File: config.mk
export PLATFORM = sky130hd
export DESIGN_NAME = rod_cutting_max_profit_flat
export DESIGN_NICKNAME = d
export VERILOG_FILES = /design/src/rcmp_pkg.sv /design/src/rcmp_if.sv /design/src/rcmp_ram.sv /design/src/rod_cutting_max_profit.sv /design/src/flat_wrapper.sv
export SDC_FILE = /design/constraint.sdc
export NUM_CORES = 2
export LEC_CHECK = 0
export BUFFER_PORTS_ARGS = -buffer_cell sky130_fd_sc_hd__buf_2
export CORE_MARGIN = 2
export CORE_UTILIZATION = 55
export CTS_CLUSTER_DIAMETER = 150
export DETAILED_ROUTE_END_ITERATION = 12
export GPL_TIMING_DRIVEN = 0
export HOLD_SLACK_MARGIN = 0.08
export PLACE_DENSITY = 0.7
export SLEW_MARGIN = 20
export SYNTH_ARGS = -nofsm -noshare
export SYNTH_HDL_FRONTEND = slang
export SYNTH_SLANG_ARGS = --single-unit
File: constraint.sdc
create_clock -name clk -period 13.3 [get_ports clk]
set_input_delay 1.995 -clock clk [delete_from_list [all_inputs] [get_ports clk]]
set_output_delay 1.995 -clock clk [all_outputs]
set_load 0.05 [all_outputs]
File: src/rcmp_pkg.sv
// Shared types and fixed widths for the rod cutting profit block.
// No dependencies; compile first.
package rcmp_pkg;

  localparam int PRICE_W  = 16;
  localparam int PROFIT_W = 22;
  localparam logic [PROFIT_W-1:0] PROFIT_MAX = {PROFIT_W{1'b1}};

  // Sequencer states
  typedef enum logic [2:0] {
    ST_LOAD,
    ST_RUN,
    ST_DRAIN,
    ST_WRITE,
    ST_OUT
  } rcmp_state_t;

endpackage

File: src/rcmp_if.sv
// Valid/ready channel interfaces for price beats and result beats.
// Depends on rcmp_pkg.
interface rcmp_price_if;
  import rcmp_pkg::*;
  logic               valid;
  logic               ready;
  logic [PRICE_W-1:0] price;
  logic               last_price;
  modport source (output valid, price, last_price, input ready);
  modport sink   (input valid, price, last_price, output ready);
endinterface

interface rcmp_result_if;
  import rcmp_pkg::*;
  logic                valid;
  logic                ready;
  logic [PROFIT_W-1:0] max_profit;
  logic                too_long;
  modport source (output valid, max_profit, too_long, input ready);
  modport sink   (input valid, max_profit, too_long, output ready);
endinterface

File: src/rcmp_ram.sv
// Generic single write port RAM with one registered read port.
// No dependencies.
module rcmp_ram #(
  parameter int WIDTH = 16,
  parameter int DEPTH = 64
) (
  input  logic                                     clk,
  input  logic                                     we,
  input  logic [((DEPTH > 1) ? $clog2(DEPTH) : 1)-1:0] waddr,
  input  logic [WIDTH-1:0]                         wdata,
  input  logic [((DEPTH > 1) ? $clog2(DEPTH) : 1)-1:0] raddr,
  output logic [WIDTH-1:0]                         rdata
);

  logic [WIDTH-1:0] mem [DEPTH];

  always_ff @(posedge clk) begin
    if (we) begin
      mem[waddr] <= wdata;
    end
    rdata <= mem[raddr];
  end

endmodule

File: src/rod_cutting_max_profit.sv
// Rod cutting maximum profit: top level with sequencer and add-compare unit.
// Depends on rcmp_pkg, rcmp_if.sv and rcmp_ram.
//
// Price beats are taken one per cycle while loading; the first beat is the
// price of length 1, the next of length 2, and so on, up to MAX_LEN stored
// prices (later ones are dropped and too_long is set). The beat marked
// last_price starts the computation and the input is not ready until the
// result beat is taken. One shared adder and comparator walks the profit
// table bottom-up through the two RAM read ports, one candidate per cycle
// while running; each length then passes a drain and a write state. The
// result is held in an output register until taken.
module rod_cutting_max_profit #(
  parameter int MAX_LEN = 64
) (
  input logic           clk,
  input logic           rst,
  rcmp_price_if.sink    prices,
  rcmp_result_if.source result
);
  import rcmp_pkg::*;

  localparam int CW  = $clog2(MAX_LEN + 1);
  localparam int PAW = (MAX_LEN > 1) ? $clog2(MAX_LEN) : 1;
  localparam int QAW = $clog2(MAX_LEN + 1);

  rcmp_state_t state, state_next;

  logic [CW-1:0]       count;
  logic                overflow;
  logic [CW-1:0]       idx_i;
  logic [CW-1:0]       idx_j;
  logic                acc_vld;
  logic                acc_zero;
  logic [PROFIT_W:0]   best;
  logic [PROFIT_W-1:0] best_sat;
  logic [PROFIT_W:0]   cand;
  logic [PROFIT_W-1:0] max_profit;
  logic                too_long;

  logic                accept;
  logic                store_ok;
  logic [CW-1:0]       j_dec;
  logic [CW-1:0]       i_minus_j;

  logic [PRICE_W-1:0]  price_rd;
  logic [PROFIT_W-1:0] profit_rd;
  logic                profit_we;

  assign accept    = prices.valid && prices.ready;
  assign store_ok  = count < CW'(MAX_LEN);
  assign j_dec     = idx_j - CW'(1);
  assign i_minus_j = idx_i - idx_j;
  assign profit_we = (state == ST_WRITE);

  // Price store, written during loading, read at j - 1
  rcmp_ram #(.WIDTH(PRICE_W), .DEPTH(MAX_LEN)) u_price_ram (
    .clk   (clk),
    .we    (accept && store_ok),
    .waddr (count[PAW-1:0]),
    .wdata (prices.price),
    .raddr (j_dec[PAW-1:0]),
    .rdata (price_rd)
  );

  // Profit table, entries 1..MAX_LEN; entry zero is forced to zero
  rcmp_ram #(.WIDTH(PROFIT_W), .DEPTH(MAX_LEN + 1)) u_profit_ram (
    .clk   (clk),
    .we    (profit_we),
    .waddr (idx_i[QAW-1:0]),
    .wdata (best_sat),
    .raddr (i_minus_j[QAW-1:0]),
    .rdata (profit_rd)
  );

  // Shared add-compare datapath
  assign cand = {{(PROFIT_W + 1 - PRICE_W){1'b0}}, price_rd} +
                {1'b0, (acc_zero ? {PROFIT_W{1'b0}} : profit_rd)};
  assign best_sat = (best > {1'b0, PROFIT_MAX}) ? PROFIT_MAX : best[PROFIT_W-1:0];

  // Next state
  always_comb begin
    state_next = state;
    unique case (state)
      ST_LOAD: begin
        if (accept && prices.last_price) state_next = ST_RUN;
      end
      ST_RUN: begin
        if (idx_j == idx_i) state_next = ST_DRAIN;
      end
      ST_DRAIN: state_next = ST_WRITE;
      ST_WRITE: begin
        state_next = (idx_i == count) ? ST_OUT : ST_RUN;
      end
      ST_OUT: begin
        if (result.ready) state_next = ST_LOAD;
      end
      default: state_next = ST_LOAD;
    endcase
  end

  always_ff @(posedge clk) begin
    if (rst) begin
      state <= ST_LOAD;
    end else begin
      state <= state_next;
    end
  end

  // Load count and overflow flag
  always_ff @(posedge clk) begin
    if (rst) begin
      count    <= '0;
      overflow <= 1'b0;
    end else if (accept) begin
      if (store_ok) begin
        count <= count + CW'(1);
      end else begin
        overflow <= 1'b1;
      end
    end else if (state == ST_OUT && result.ready) begin
      count    <= '0;
      overflow <= 1'b0;
    end
  end

  // Loop counters and read pipeline flag
  always_ff @(posedge clk) begin
    if (rst) begin
      acc_vld <= 1'b0;
      idx_i   <= CW'(1);
      idx_j   <= CW'(1);
    end else begin
      acc_vld <= (state == ST_RUN);
      unique case (state)
        ST_LOAD: begin
          idx_i <= CW'(1);
          idx_j <= CW'(1);
        end
        ST_RUN: begin
          if (idx_j != idx_i) idx_j <= idx_j + CW'(1);
        end
        ST_WRITE: begin
          idx_i <= idx_i + CW'(1);
          idx_j <= CW'(1);
        end
        default: ;
      endcase
    end
  end

  // Running best and result register
  always_ff @(posedge clk) begin
    acc_zero <= (i_minus_j == '0);
    if (state == ST_WRITE) begin
      best <= '0;
      if (idx_i == count) begin
        max_profit <= best_sat;
        too_long   <= overflow;
      end
    end else if (state == ST_LOAD) begin
      best <= '0;
    end else if (acc_vld && cand > best) begin
      best <= cand;
    end
  end

  assign prices.ready      = (state == ST_LOAD);
  assign result.valid      = (state == ST_OUT);
  assign result.max_profit = max_profit;
  assign result.too_long   = too_long;

endmodule
File: src/flat_wrapper.sv
// flat-port wrapper written by rule: the top's interface ports become plain ports
module rod_cutting_max_profit_flat import rcmp_pkg::*;
#(
  parameter int MAX_LEN = 64
)
  (clk, rst, prices_valid, prices_price, prices_last_price, prices_ready, result_valid, result_max_profit, result_too_long, result_ready);
  rcmp_price_if prices_i ();
  rcmp_result_if result_i ();
  input logic clk;
  input logic rst;
  input wire logic [$bits(prices_i.valid)-1:0] prices_valid;
  input wire logic [$bits(prices_i.price)-1:0] prices_price;
  input wire logic [$bits(prices_i.last_price)-1:0] prices_last_price;
  output wire logic [$bits(prices_i.ready)-1:0] prices_ready;
  output wire logic [$bits(result_i.valid)-1:0] result_valid;
  output wire logic [$bits(result_i.max_profit)-1:0] result_max_profit;
  output wire logic [$bits(result_i.too_long)-1:0] result_too_long;
  input wire logic [$bits(result_i.ready)-1:0] result_ready;
  assign prices_i.valid = prices_valid;
  assign prices_i.price = prices_price;
  assign prices_i.last_price = prices_last_price;
  assign prices_ready = prices_i.ready;
  assign result_valid = result_i.valid;
  assign result_max_profit = result_i.max_profit;
  assign result_too_long = result_i.too_long;
  assign result_i.ready = result_ready;
  rod_cutting_max_profit #(.MAX_LEN(MAX_LEN)) u_core (.clk(clk), .rst(rst), .prices(prices_i), .result(result_i));
endmodule
==> metrics <==
status=finished, final reports clean; most frequent cells in the layout=edfxtp_1 (2477), mux4_2 (690), nand2_1 (253); syn nets=4776; flops & latches, synth=2565; wire length on met1=slightly above 90000 µm; Leakage=roughly 0.036 µW; mean post-synth cell area=21.2 µm²; R2R Path Start=u_core.acc_zero; Num Clock Sinks=around 2.6k; FFs w/ async S/R, synth=0; TNS Setup=0 ps; worst hold start=u_core.best[22]; CP max FO=10; post_cts resized=0; Netlist Area Pre-Place=roughly 100000 µm²; clock-pin transition on the worst setup and hold timing paths=approximately 60 ps; most common cell after layout, fill and taps aside=edfxtp_1; WL final=249000 µm; warnings from Yosys=0; RSZ-0062 raised after global routing=no; Root Driver=clkbuf_16; worst-path cell chain=clkbuf_1 -> clkbuf_1 -> nor2b_1 -> ha_1 -> fa_1 -> a21o_1 -> a21oi_1 -> o211ai_1 -> a21oi_1 -> o41ai_1 -> xnor2_1 -> ha_1 -> nand3_1 -> or3_1 -> or4_1 -> o21bai_1 -> a31o_2 -> nor2_1 -> a22o_1; area of the multi-input gates=about 23000 µm²; die area=185000 µm²; Initial Util=0.553; share of the synthesized area in the top cell type=0.745; synth top area cells=edfxtp_1 (74%), mux4_2 (16%), dfxtp_1 (1.8%); met3 wire len=between 15000 and 20000 µm; First-pass DRT Iterations=5; Final ANT Viol Nets=0; largest net degree at the start of global routing=67; Final setup viols=0; CTS Buf Count=approximately 240; Final Skew=around 37 ps; cells after synthesis=4704; routed vias=49.8k; Vias/cell=~6.5; Post CTS Setup Buffer Count=0; DP Worst Slack=~7600 ps; Clock Latency Late Sink=890 ps; CP max stage cell=or4_1; minimum clock period=roughly 5800 ps; kind of critical path=register to register; setup ws final=7480 ps; Post-CTS Hold Fix Bufs=0; Area Overhead vs Synth=14.3%; Critical Path End Type=register; max_slew headroom=0.169; core area=181000 µm²; Fill cells=11.8k; Pwr Density=roughly 140 nW/µm²; area leader, netlist=edfxtp_1; number of global-route vias before repair=between 40k and 50k; Tot GR Track Use=0.272; fmax=around 170 MHz; IO Count=46; critical path arrival=between 6000 and 7000 ps; number of synthesized flops with an enable pin=around 2.5k; Slew Limit Fails=0; share of post-route cells with drive strength above 1=0.279; first-pass GRT wire length=between 300000 and 400000 µm; routability cong.=0.976; standard-cell rows=around 160; Critical Path Source=u_core.acc_zero; DRC viols=0; WL/cell=32.3 µm; Cell variety after synth=71; Hold Vio Cnt, Final=0; slowest cell delay on critical path=570 ps; Nets=between 5k and 6k; Max clock buf depth=3; period utilization=0.438; DR iter-0 viols=approximately 6.6k; WP data required=roughly 14000 ps; CTS tree=yes; hpwl dp=between 150000 and 200000 µm; Die Ht=between 400 and 500 µm; Seq/Total Area, Yosys=0.762; type of origin of the critical path=register; highest routed layer=met5; die width=~430 µm; top_reg_cell synth=edfxtp_1; Max Cap Viol=0; worst min-delay path class=register to register; GRT overflow=0; initial antenna violation count=11; Max VDD drop=around 140 µV; number of port buffers=45; Seq. cell area=76100 µm²; slew at the pin with the worst max-slew slack=1250 ps; routed wl met2=between 100000 and 150000 µm; htree depth=4
## critical path, delay by kind of cell (launching register included)
family	cells	cell delay, ps
and+or+nand+nor	5	1610
adders and majority gates	3	970
AOI/OAI and AO/OA	8	1830
xor gates and xnor gates	1	160
buffers and inverters	2	760
DFF	1	430
## power by group
part / switching (µW) / total [µW] / internal [µW]
Sequential: 16.6 / 8900 / 8890
Combinational: 553 / 811 / 258
Clock: 2950 / 6700 / 3750
Total: 3520 / 16400 / 12900
## Yosys cell counts, types with 5 or more instances
cell      number
a2111o_1      21
a211oi_1      89
a21o_1        15
a21oi_1       65
a22o_1         5
and2_1        42
buf_1         18
buf_2         71
buf_4          6
clkbuf_1     160
dfxtp_1       88
edfxtp_1    2477
ha_1          49
inv_1         39
mux2i_1       60
mux4_2       690
nand2_1      274
nand2b_1      13
nand3_1       74
nand3b_1      10
nand4_1       13
nor2_1       187
nor2b_1       26
nor3_1        10
o211ai_1      46
o21ai_0       18
or2_2         14
or3_1         10
xnor2_1       27
xor2_1        17
## layer usage
layer  GRT usage  up-vias
met5           0        -
met1       0.362    26419
li1            -    20436
met2       0.442     2446
met4       0.126        4
met3      0.0488      455
## final timing paths
check | to | slack [ps] | depth (start not counted)
max | u_core.best[17] | 7480 | 19
min | u_core.best[22] | 490 | 2
max reg2reg | u_core.best[17] | 7480 | 19
min reg2reg | u_core.best[22] | 490 | 2
## cell type report
class	instances	area share
Inverter	41	0.00135
Clock inverter	152	0.0117
Multi-Input combinational cell	1841	0.205
Tap cell	2370	0.0260
Buffer	257	0.00965
Sequential cell	2565	0.667
Clock buffer	290	0.0553
Timing Repair Buffer	196	0.0244
Antenna cell	1	0.0000219
## cell families (layout without fill, tap and decap cells)
logic type | Yosys count | in the layout | share of synthesized area
multiplexers | 751 | 751 | 0.162
buffers and inverters | 298 | 936 | 0.0125
other | 0 | 1 | 0
AND/OR/NAND/NOR | 697 | 697 | 0.0315
XOR/XNOR | 45 | 45 | 0.00402
flip-flops | 2565 | 2565 | 0.762
adder cells (fa/ha/maj) | 51 | 51 | 0.00654
AO/OA/AOI/OAI | 297 | 297 | 0.0216
## metrics by stage
step	std cells	instance area (µm²)	hold WS (ps)	total power (µW)	util
finish	7713	114000	491	16400	0.632
global route	7713	114000	525	16800	0.632
CTS	7711	114000	490	16500	0.632
detailed placement	7269	106000	482	9880	0.590
global placement	7119	103000	468	9850	0.571
floorplan	4704	99900	408	9520	-
## state kept, by name, summed over array words and instances, names as in the netlist
name                       flops
u_core.u_profit_ram.mem     1430
u_core.u_price_ram.mem      1024
u_core.best                   23
u_core.result.max_profit      22
u_core.u_profit_ram.rdata     22
u_core.u_price_ram.rdata      16
u_core.count                   7
u_core.idx_i                   7
u_core.idx_j                   7
u_core.state                   3
u_core.acc_vld                 1
u_core.acc_zero                1
u_core.overflow                1
u_core.result.too_long         1
(Power assumes the default switching activity.)
